==> src/rtl/core/mme_pkg.sv <==
package mme_pkg;

  localparam int unsigned ResW    = 30;
  localparam int unsigned ExpBits = 63;
  localparam int unsigned CntW    = $clog2(ResW);

  localparam logic [ResW-1:0] Prime = ResW'(1000000007);
  localparam logic [CntW-1:0] LastStep = CntW'(ResW - 1);

  typedef struct packed {
    logic            start;
    logic [ResW-1:0] mcand;
    logic [ResW-1:0] mplier;
  } mul_req_t;

  typedef struct packed {
    logic            done;
    logic [ResW-1:0] product;
  } mul_rsp_t;

endpackage

==> src/rtl/core/mme_modmul.sv <==
module mme_modmul
  import mme_pkg::*;
(
  input  logic     clk_i,
  input  logic     rst_ni,
  input  mul_req_t req_i,
  output mul_rsp_t rsp_o
);

  logic            busy_q, busy_d;
  logic            done_q, done_d;
  logic [CntW-1:0] cnt_q, cnt_d;
  logic [ResW-1:0] mcand_q, mcand_d;
  logic [ResW-1:0] mplier_q, mplier_d;
  logic [ResW-1:0] r_q, r_d;

  logic [ResW:0]   dbl;
  logic [ResW:0]   dbl_red;
  logic [ResW:0]   sum;
  logic [ResW:0]   sum_red;
  logic [ResW-1:0] addend;

  // Interleaved multiply: double, add the multiplicand on a set bit, reduce each time.
  always_comb begin
    dbl     = {r_q, 1'b0};
    dbl_red = (dbl >= {1'b0, Prime}) ? dbl - {1'b0, Prime} : dbl;
    addend  = mplier_q[ResW-1] ? mcand_q : '0;
    sum     = {1'b0, dbl_red[ResW-1:0]} + {1'b0, addend};
    sum_red = (sum >= {1'b0, Prime}) ? sum - {1'b0, Prime} : sum;
  end

  always_comb begin
    busy_d   = busy_q;
    done_d   = 1'b0;
    cnt_d    = cnt_q;
    mcand_d  = mcand_q;
    mplier_d = mplier_q;
    r_d      = r_q;
    if (req_i.start) begin
      busy_d   = 1'b1;
      cnt_d    = '0;
      mcand_d  = req_i.mcand;
      mplier_d = req_i.mplier;
      r_d      = '0;
    end else if (busy_q) begin
      r_d      = sum_red[ResW-1:0];
      mplier_d = {mplier_q[ResW-2:0], 1'b0};
      cnt_d    = cnt_q + 1'b1;
      if (cnt_q == LastStep) begin
        busy_d = 1'b0;
        done_d = 1'b1;
      end
    end
  end

  always_ff @(posedge clk_i or negedge rst_ni) begin
    if (!rst_ni) begin
      busy_q <= 1'b0;
      done_q <= 1'b0;
      cnt_q  <= '0;
    end else begin
      busy_q <= busy_d;
      done_q <= done_d;
      cnt_q  <= cnt_d;
    end
  end

  always_ff @(posedge clk_i) begin
    mcand_q  <= mcand_d;
    mplier_q <= mplier_d;
    r_q      <= r_d;
  end

  assign rsp_o.done    = done_q;
  assign rsp_o.product = r_q;

endmodule

==> src/rtl/core/modular_exponentiation.sv <==
// Modular exponentiation: power_result_o = base_value_i ^ exponent_i mod 1000000007.
//
// Input channel: in_valid_i / in_stall_o carry base_value_i and exponent_i; a beat
// is taken when in_valid_i is high and in_stall_o is low. Output channel:
// out_valid_o / out_stall_i carry power_result_o, one result beat per input beat.
//
// The exponent is scanned from its lowest bit. For each bit two bit-serial modular
// multipliers run side by side, one squaring the running base and one multiplying
// the accumulator by it; each takes one multiplier bit per cycle, and each bit goes
// through a start state, the multiplier steps and a write-back. The scan stops
// after the highest set bit, and a zero exponent goes straight to the finish state.
// One beat is worked on at a time, so the next beat is taken only once the last is
// through; in_stall_o stays high until its result has been moved into the output
// register, which holds it while out_stall_i is high. The next beat may be taken
// while that result still waits.
//
// Reset is asynchronous and active low; it empties the output register and
// returns the sequencer to idle. No clearing pass is needed.
module modular_exponentiation
  import mme_pkg::*;
(
  input  logic               clk_i,
  input  logic               rst_ni,
  input  logic               in_valid_i,
  output logic               in_stall_o,
  input  logic [ResW-1:0]    base_value_i,
  input  logic [ExpBits-1:0] exponent_i,
  output logic               out_valid_o,
  input  logic               out_stall_i,
  output logic [ResW-1:0]    power_result_o
);

  typedef enum logic [1:0] {
    StIdle,
    StStart,
    StWait,
    StFinish
  } state_e;

  state_e             state_q, state_d;
  logic [ResW-1:0]    base_q, base_d;
  logic [ResW-1:0]    acc_q, acc_d;
  logic [ExpBits-1:0] exp_q, exp_d;
  logic [ExpBits-1:0] exp_next;
  logic               out_valid_q, out_valid_d;
  logic [ResW-1:0]    out_q, out_d;
  logic               in_take;
  logic               out_free;

  mul_req_t sq_req, mu_req;
  mul_rsp_t sq_rsp, mu_rsp;

  mme_modmul u_square (
    .clk_i,
    .rst_ni,
    .req_i (sq_req),
    .rsp_o (sq_rsp)
  );

  mme_modmul u_mult (
    .clk_i,
    .rst_ni,
    .req_i (mu_req),
    .rsp_o (mu_rsp)
  );

  assign in_take  = in_valid_i && (state_q == StIdle);
  assign out_free = !out_valid_q || !out_stall_i;
  assign exp_next = exp_q >> 1;

  always_comb begin
    sq_req.start  = (state_q == StStart);
    sq_req.mcand  = base_q;
    sq_req.mplier = base_q;
    mu_req.start  = (state_q == StStart);
    mu_req.mcand  = acc_q;
    mu_req.mplier = base_q;
  end

  always_comb begin
    state_d     = state_q;
    base_d      = base_q;
    acc_d       = acc_q;
    exp_d       = exp_q;
    out_valid_d = out_valid_q && out_stall_i;
    out_d       = out_q;
    unique case (state_q)
      StIdle: begin
        if (in_take) begin
          // fold an unreduced base once; it stays below twice the prime
          base_d  = (base_value_i >= Prime) ? base_value_i - Prime : base_value_i;
          acc_d   = ResW'(1);
          exp_d   = exponent_i;
          state_d = (exponent_i == '0) ? StFinish : StStart;
        end
      end
      StStart: begin
        state_d = StWait;
      end
      StWait: begin
        if (sq_rsp.done && mu_rsp.done) begin
          if (exp_q[0]) begin
            acc_d = mu_rsp.product;
          end
          base_d  = sq_rsp.product;
          exp_d   = exp_next;
          state_d = (exp_next == '0) ? StFinish : StStart;
        end
      end
      StFinish: begin
        if (out_free) begin
          out_valid_d = 1'b1;
          out_d       = acc_q;
          state_d     = StIdle;
        end
      end
      default: state_d = StIdle;
    endcase
  end

  always_ff @(posedge clk_i or negedge rst_ni) begin
    if (!rst_ni) begin
      state_q     <= StIdle;
      out_valid_q <= 1'b0;
    end else begin
      state_q     <= state_d;
      out_valid_q <= out_valid_d;
    end
  end

  always_ff @(posedge clk_i) begin
    base_q <= base_d;
    acc_q  <= acc_d;
    exp_q  <= exp_d;
    out_q  <= out_d;
  end

  assign in_stall_o     = (state_q != StIdle);
  assign out_valid_o    = out_valid_q;
  assign power_result_o = out_q;

endmodule

==> config.mk <==
export PLATFORM = sky130hd
export DESIGN_NAME = modular_exponentiation
export DESIGN_NICKNAME = d
export VERILOG_FILES = /design/src/rtl/core/mme_pkg.sv /design/src/rtl/core/mme_modmul.sv /design/src/rtl/core/modular_exponentiation.sv
export SDC_FILE = /design/constraint.sdc
export NUM_CORES = 1
export LEC_CHECK = 0
export BUFFER_PORTS_ARGS = -buffer_cell sky130_fd_sc_hd__buf_2
export CAP_MARGIN = 30
export CORE_ASPECT_RATIO = 1.1
export CORE_MARGIN = 4
export CORE_UTILIZATION = 60
export DETAILED_ROUTE_END_ITERATION = 10
export PLACE_DENSITY_LB_ADDON = 0.05
export SLEW_MARGIN = 20
export SYNTH_ARGS = -nofsm -noshare
export SYNTH_HDL_FRONTEND = slang
export SYNTH_SLANG_ARGS = --single-unit
==> constraint.sdc <==
create_clock -name clk_i -period 7.6 [get_ports clk_i]
set_clock_uncertainty 0.2 [all_clocks]
set_input_delay 0 -clock clk_i [delete_from_list [all_inputs] [get_ports clk_i]]
set_output_delay 0 -clock clk_i [all_outputs]
set_load 0.1 [all_outputs]
==> Word-level counts from Yosys, hierarchy flattened <==
Cells that the tools add are included.
{ "word_totals": {"register_bits": 350, "input_bits": 97, "output_inout_bits": 32, "word_cells": 103} }
{ "classes": {"n_addsub": 9, "n_lt_le_gt_ge": 5, "eq_ne": 9, "mux": 45, "reduce_logical": 17} }
{ "ops": {"columns": ["op", "n"], "rows": [
  ["$mux 30", 16],
  ["$sub 30x30->30 const B", 5],
  ["$logic_not 63->1", 2],
  ["$mux 63", 2],
  ["$pmux 63 s2", 1],
  ["$ge 31x30->1 const B", 4],
  ["$pmux 30 s2", 2],
  ["$add 30x30->31", 2],
  ["$ge 30x30->1 const B", 1],
  ["$mux 5", 4],
  ["$mux 1", 14],
  ["$add 5x1->5 const B", 2],
  ["$eq 5x5->1 const B", 2],
  ["$mux 2", 5],
  ["$ne 2x2->1 const B", 4],
  ["$pmux 2 s4", 1],
  ["$reduce_bool 2->1", 4],
  ["$reduce_and 3->1", 2],
  ["$eq 2x2->1 const B", 2],
  ["$reduce_and 4->1", 1],
  ["$logic_and 1x1->1", 3],
  ["$eq 2x1->1 const B", 1],
  ["$logic_not 1->1", 2],
  ["$logic_not 2->1", 1],
  ["2 further kinds", 2]
]} }

==> Longest topological paths before layout <==
Gate-level depths: netlist (run 1).
{ "logic_depth": {"depth_word": 5, "ltp_mapped": 30, "ltp_nobuf": 27} }

==> By module <==
From an unflattened synthesis (run 1), not the netlist that was laid out.
{ "unflattened": {"hier_cells": 2253, "area_unflattened_um2": 21809.7} }
{ "by_module_without_submodules": {"columns": ["module", "n_inst", "cells_each", "area_per_inst_um2", "seq_area_each_um2"], "rows": [
  ["mme_modmul", 2, 789, 7275.7, 2577.5],
  ["modular_exponentiation", 1, 675, 7258.2, 4669.5]
]} }

==> Least setup slack after synthesis (run 1) <==
No wires, ideal clock.
{ "synth_timing": {"path_type": "reg2reg", "startpoint": "reg u_square.r_q[4]", "endpoint": "reg u_square.r_q[7]", "setup_time_ps": 117, "arrival_ps": 6257, "required_time_ps": 7283, "path_slack_ps": 1025, "path_stages_with_launch": 28, "path_buffers": 2, "period_less_slack_ps": 6575, "path_cell_list": "dfxtp_1 nor4_1 a21boi_0 o21ai_0 a21oi_1 o21ai_0 a21oi_1 nor3_1 o21ai_0 and3_1 a21oi_1 inv_1 clkbuf_1 nand2_1 xnor2_1 ha_1 and2_4 a221oi_2 a21oi_1 or3_1 a2111o_1 or3_1 nor4_1 a311oi_1 a211oi_2 buf_4 nand4_1 a32o_1"} }
{ "synth_between": {"elab_chain_cells": 5, "word_cells_on_any_way": 7, "classes_between": "add/sub: 3; order compare: 2; mux: 2"} }
{ "synth_lines": {"columns": ["element", "line", "source"], "rows": [
  ["from (decl)", "mme_modmul.sv:15", "logic [ResW-1:0] r_q, r_d;"],
  ["from (signal assigned)", "mme_modmul.sv:71", "r_q <= r_d;"],
  ["$sub 30x30->30 / $ge 31x30->1 (equally long branches)", "mme_modmul.sv:26", "dbl_red = (dbl >= {1'b0, Prime}) ? dbl - {1'b0, Prime} : dbl;"],
  ["$mux 30 (*)", "mme_modmul.sv:26", null],
  ["$add 30x30->31 (*)", "mme_modmul.sv:28", "sum = {1'b0, dbl_red[ResW-1:0]} + {1'b0, addend};"],
  ["$sub 30x30->30 / $ge 31x30->1 (equally long branches)", "mme_modmul.sv:29", "sum_red = (sum >= {1'b0, Prime}) ? sum - {1'b0, Prime} : sum;"],
  ["$mux 30 (*)", "mme_modmul.sv:29", null]
]} }
Mark *: on every way between the ends. The rest lies on a longest branch, timed or not.
A chain may end at the register's enable or synchronous reset.

==> Final worst setup path (run 1) <==
{ "layout_timing": {"startpoint": "reg u_square.r_q[2]", "endpoint": "reg u_square.r_q[26]"} }
The elaborated chain is that of the path after synthesis.

==> flow_summary.json, run 1 <==
{
  "relSlewSlack_pct": 37.0,
  "dr.pass1.iters": 6,
  "worstMarginPinSlew_ns": 0.943,
  "timing.hold.ws_ns": 0.0928,
  "cts_inserted_buffers": 37,
  "ys_ff_latch": 350,
  "dr.first_iter.drc_count": 1730,
  "cts_tree": "built",
  "synth_top_family_by_area": "simple AND/OR/NAND/NOR gates",
  "drv_slew": 0,
  "avgViaCountPerCell": 6.13,
  "syn-cell-area_sq_mm": 0.0205,
  "min_period_over_period_pct": 93.8,
  "syn_nets": 2383,
  "dpl.cell_count": 2713,
  "period_minus_slack_ns": 7.13,
  "hold_viol": 0,
  "cp-end-kind": "register",
  "grt_pass1_vias": 17654,
  "area_delta_synth_final_pct": 17.9,
  "clock-sinks": 350,
  "num_vias": 17747,
  "rows": 70,
  "critical_path_class": "reg -> reg",
  "grt-ovfl-total": 0,
  "drive_gt1_share_pct": 11.1,
  "gp_congestion": 1.01,
  "finalSetupViolCount": 0,
  "path_clk_slew_ns": 0.06,
  "crit_path_max_fanout": 8,
  "initial_core_util_pct": 61.2,
  "ant_nets": 0,
  "track_usage_pct": 29.6,
  "fp.coreArea_sq_mm": 0.0335,
  "synthArstFlopShare_pct": 4.86,
  "synth_edf_count": 273,
  "synth_area_per_cell_sq_um": 9.27,
  "cts_max_level": 2,
  "min_path_type": "in -> reg",
  "clkLatencyLatePin_ns": 0.54,
  "slowest_stage": "or4b_1",
  "num_io_pins": 129,
  "synth_compound_area_share_pct": 15.3,
  "grt_pass1_wl_um": 90200,
  "wl_um": 55900,
  "gr-max-usage-layer": "met2",
  "arrival_ns": 7.39,
  "syn_inst": 2215,
  "fp.dieW_um": 184,
  "stdcell_count": 2894,
  "slowest_delay_ns": 0.43,
  "status": "completed",
  "synth_xor_area_share_pct": 6.35,
  "fmax_mhz": 140,
  "cp_num_buf_inv": 6,
  "startpoint_type": "register",
  "grtUsageMet3_pct": 4.18,
  "use_met2_pct": 47.9,
  "antenna_found_initial": 2,
  "synth_ff_type": "edfxtp_1",
  "synth_cell_types": 87,
  "portBuffers": 128,
  "final.setup.tns_ns": 0,
  "cp.required_ns": 7.86,
  "synthSimpleGateAreaFrac_pct": 22.3,
  "synth_mux_area_share_pct": 0.932,
  "nets": 2601,
  "cts_root_buffer": "clkbuf_16",
  "wire_per_inst_um": 19.3,
  "drc": 0,
  "fp.dieH_um": 202,
  "yosysSeqAreaShare_pct": 47.8,
  "die-area_sq_mm": 0.0373,
  "met1_usage_pct": 40.6,
  "cp_top_family": "compound AO/OA/AOI/OAI gates",
  "synth-warning-count": 0,
  "synthAdderAreaFrac_pct": 4.40,
  "maxCapViolCount": 0,
  "place_hpwl_um": 38500,
  "cts_buffer_depth": 3,
  "grt_start_max_net_pins": 73
}
-- per-stage QoR --
stage	setup slack, ns	utilization, %	instance area, sq um
4_1_cts	0.0182	71.8	24100
5_1_grt	-0.000169	72.2	24200
6_report	0.470	72.2	24200
3_3_place_gp	0.215	64.6	21700
3_5_place_dp	-0.00544	64.7	21700
2_1_floorplan	1.03	-	20500
-- flip-flops by register name, summed over array words and instances, names as in the netlist, 2 cells and up --
register           flops
u_square.mcand_q      30
power_result_o        30
u_square.mplier_q     30
u_square.cnt_q         5
base_q                30
u_mult.r_q            30
u_mult.mplier_q       30
u_mult.mcand_q        30
acc_q                 30
u_mult.cnt_q           5
u_square.r_q          30
state_q                2
exp_q                 63
-- worst min-delay path, stage by stage --
cell,delay (ns)
dlygate4sd3_1,0.52
buf_2,0.11
nand2_1,0.04
nand2_1,0.05
-- path summary, 6_finish.rpt --
| check | start | endpoint | slack [ns] | depth (start not counted) |
|---|---|---|---|---|
| max | u_square.r_q[2] | u_square.r_q[26] | 0.47 | 30 |
| min | exponent_i[7] | exp_q[7] | 0.09 | 4 |
| max reg2reg | u_square.r_q[2] | u_square.r_q[26] | 0.47 | 30 |
| min reg2reg | base_q[15] | u_square.mcand_q[15] | 0.24 | 0 |
| max in group asynchronous | rst_ni | out_valid_o | 6.30 | 3 |
| min in group asynchronous | rst_ni | u_square.cnt_q[1] | 0.42 | 3 |
-- layout by cell type (no fill, tap or decap), drive strengths merged, types with 52 or more instances in the layout --
master	instances
xnor2	101
nand3	55
nor2	124
ha	69
dfxtp	60
edfxtp	273
and2	101
dlygate4sd3	108
a21oi	127
o21ai	128
inv	55
buf	171
nor3	52
nand2	492
-- what timing repair did --
action,in CTS,in global routing
hold buffers,108,0
resized for setup,1,18
pin swaps,0,2
setup endpoints to repair,1,59
hold endpoints to repair,143,0
buffers inserted,0,3
-- logic make-up after synthesis --
| logic type | count (synthesis) |
|---|---|
| simple gates | 988 |
| compound gates | 485 |
| flops | 350 |
| buf+inv | 153 |
| xor+xnor | 149 |
| fa+ha+maj | 71 |
| mux | 19 |
-- metal layers --
layer / share of wire (%) / up-vias
met5: 0 / -
met4: 3.8 / 0
met3: 6.2 / 180
met2: 47 / 735
met1: 43 / 8408
li1: - / 8424
-- Yosys cell counts (5+ instances only) --
library cell	n	share of area [%]
a211o_1	9	0.38
a211oi_1	20	0.73
a21boi_0	9	0.33
a21o_1	29	1.1
a21oi_1	127	3.1
a221o_1	5	0.24
a221oi_1	5	0.21
a22oi_1	9	0.33
a311oi_1	6	0.26
a31oi_1	24	0.73
and2_1	99	3.0
and3_1	18	0.55
and4_1	6	0.26
clkbuf_1	91	1.7
dfrtp_1	17	2.1
dfxtp_1	60	5.8
edfxtp_1	273	40
ha_1	69	4.2
inv_1	51	0.93
mux2i_1	18	0.88
nand2_1	492	9.0
nand2b_1	10	0.30
nand3_1	55	1.3
nand3b_1	5	0.18
nand4_1	33	1.0
nor2_1	124	2.3
nor2b_1	12	0.37
nor3_1	52	1.3
nor4_1	41	1.2
o211a_1	6	0.29
o211ai_1	17	0.62
o21a_1	15	0.55
o21ai_0	125	3.0
o21bai_1	13	0.48
o22ai_1	5	0.15
o311ai_0	7	0.30
or2_2	7	0.21
or3_1	12	0.37
xnor2_1	101	4.3
xor2_1	48	2.0
-- cell type report --
| type | count | area [sq um] |
|---|---|---|
| Clock inverter | 21 | 280 |
| Inverter | 53 | 203 |
| Fill cell | 2452 | 9320 |
| Antenna cell | 1 | 2.50 |
| Clock buffer | 46 | 1010 |
| Tap cell | 432 | 541 |
| Multi-Input combinational cell | 1712 | 10200 |
| Sequential cell | 350 | 9820 |
| Timing Repair Buffer | 279 | 2120 |
Power of run 1 is left out: the tool's default activity adds up to more than one toggle a clock period on the data nets, which glitch-free logic cannot reach.
==> run 2: changes to the inputs <==
--- a/config.mk
+++ b/config.mk
@@ -11,7 +11,7 @@
 export CORE_MARGIN = 4
 export CORE_UTILIZATION = 60
 export DETAILED_ROUTE_END_ITERATION = 10
-export PLACE_DENSITY_LB_ADDON = 0.05
+export PLACE_DENSITY = 0.83
 export SLEW_MARGIN = 20
 export SYNTH_ARGS = -nofsm -noshare
 export SYNTH_HDL_FRONTEND = slang
==> flow_summary.json, run 2 (same netlist as run 1, synthesis figures left out) <==
{
  "status": "completed",
  "portBuffers": 128,
  "regMostFlops": "exp_q",
  "drv_slew": 0,
  "cp.required_ns": 7.79,
  "path_clk_slew_ns": 0.07,
  "largest_reg_flops": 63,
  "nets": 2609,
  "cts_max_level": 2,
  "cts_inserted_buffers": 37,
  "drive_gt1_share_pct": 11.3,
  "clkLatencyLatePin_ns": 0.53,
  "rows": 70,
  "layout_commonest_cell": "nand2_1",
  "fmax_mhz": 140,
  "hold_viol": 0,
  "initial_core_util_pct": 61.2,
  "grt_pass1_wl_um": 89700,
  "gp_congestion": 0.961,
  "die-area_sq_mm": 0.0373,
  "cp-end-kind": "register",
  "finalSetupViolCount": 0,
  "slowest_stage": "ha_1",
  "fp.coreArea_sq_mm": 0.0335,
  "area_delta_synth_final_pct": 17.9,
  "drc": 0,
  "arrival_ns": 7.35,
  "antenna_found_initial": 1,
  "avgViaCountPerCell": 6.23,
  "min_period_over_period_pct": 94.3,
  "dr.pass1.iters": 7,
  "critical_path_class": "reg -> reg",
  "num_vias": 18085,
  "clock-sinks": 350,
  "wl_um": 56500,
  "track_usage_pct": 29.6,
  "fp.dieH_um": 202,
  "final_cell_mix": "nand2_1 (491), edfxtp_1 (273), buf_2 (128)",
  "final.setup.tns_ns": 0,
  "maxCapViolCount": 0,
  "cts_buffer_depth": 3,
  "dr.first_iter.drc_count": 1959,
  "place_hpwl_um": 37800,
  "worstMarginPinSlew_ns": 0.916,
  "cts_root_buffer": "clkbuf_16",
  "slowest_delay_ns": 0.38,
  "cts_tree": "built",
  "relSlewSlack_pct": 38.9,
  "startpoint_type": "register",
  "num_io_pins": 129,
  "grt-ovfl-total": 0,
  "min_path_type": "in -> reg",
  "period_minus_slack_ns": 7.17,
  "grt_pass1_vias": 17450,
  "cpMostUsedCell": "a21oi_1",
  "crit_path_max_fanout": 17,
  "wire_per_inst_um": 19.5,
  "fp.dieW_um": 184,
  "grt_start_max_net_pins": 72,
  "ant_nets": 0
}
[run 2: what timing repair did]
item | 4_1_cts | 5_1_grt
gates resized for setup | 0 | 29
hold buffers | 113 | 0
buffers inserted | 0 | 10
pin swaps | 1 | 5
endpoints found under the hold margin | 143 | 0
endpoints found under the setup margin | 2 | 57
cloned | 0 | 1
[run 2: layer usage]
layer  vias up  global-route usage (%)  part of all wire, %  routed length (um)
met1      8475                    39.9                   40               22800
li1       8445                       -                    -                   -
met4         0                    11.7                  4.3                2410
met2       928                    48.5                   47               26800
met3       237                    4.37                  7.9                4480
met5         -                       0                    0                   0
[run 2: final timing paths]
check                                     from                  end  slack [ns]  cells after the start
worst max-delay path             u_mult.r_q[4]       u_mult.r_q[24]        0.43                     29
worst min-delay path            exponent_i[51]            exp_q[51]        0.11                      4
worst max register to register   u_mult.r_q[4]       u_mult.r_q[24]        0.43                     29
worst min register to register       base_q[0]  u_square.mcand_q[0]        0.24                      0
max in group asynchronous               rst_ni      u_mult.cnt_q[1]        6.31                      3
min in group asynchronous               rst_ni          out_valid_o        0.42                      3
[run 2: final cells by class]
| type | count | area, sq um |
|---|---|---|
| clock inverter | 14 | 124 |
| timing repair buffer | 286 | 2170 |
| clock buffer | 53 | 1050 |
| sequential | 350 | 9820 |
| fill | 2369 | 9330 |
| antenna | 1 | 2.50 |
| inverter | 53 | 203 |
| multi-input combinational | 1713 | 10300 |
| tap | 432 | 541 |
[run 2: worst max-delay path, delay by kind of cell, from the launching register on]
| kind | cells | cell delay [ns] |
|---|---|---|
| buffers and inverters | 4 | 0.87 |
| and+or+nand+nor | 5 | 0.97 |
| xor gates and xnor gates | 3 | 0.69 |
| adders and majority gates | 1 | 0.38 |
| AOI/OAI and AO/OA | 16 | 3.52 |
| DFF | 1 | 0.36 |
[run 2: per-stage QoR]
| stage | area (sq um) | setup slack, ns | utilization [%] | hold slack, ns | std cells |
|---|---|---|---|---|---|
| floorplan | 20500 | 1.03 | - | -0.496 | 2215 |
| global placement | 21600 | 0.184 | 64.5 | -0.256 | 2707 |
| detailed placement | 21600 | 0.0631 | 64.5 | -0.253 | 2708 |
| CTS | 23900 | 0.0214 | 71.4 | 0.0588 | 2888 |
| global route | 24200 | -0.103 | 72.2 | 0.102 | 2902 |
| finish | 24200 | 0.434 | 72.2 | 0.107 | 2902 |
Power of run 2 is left out for the same reason.
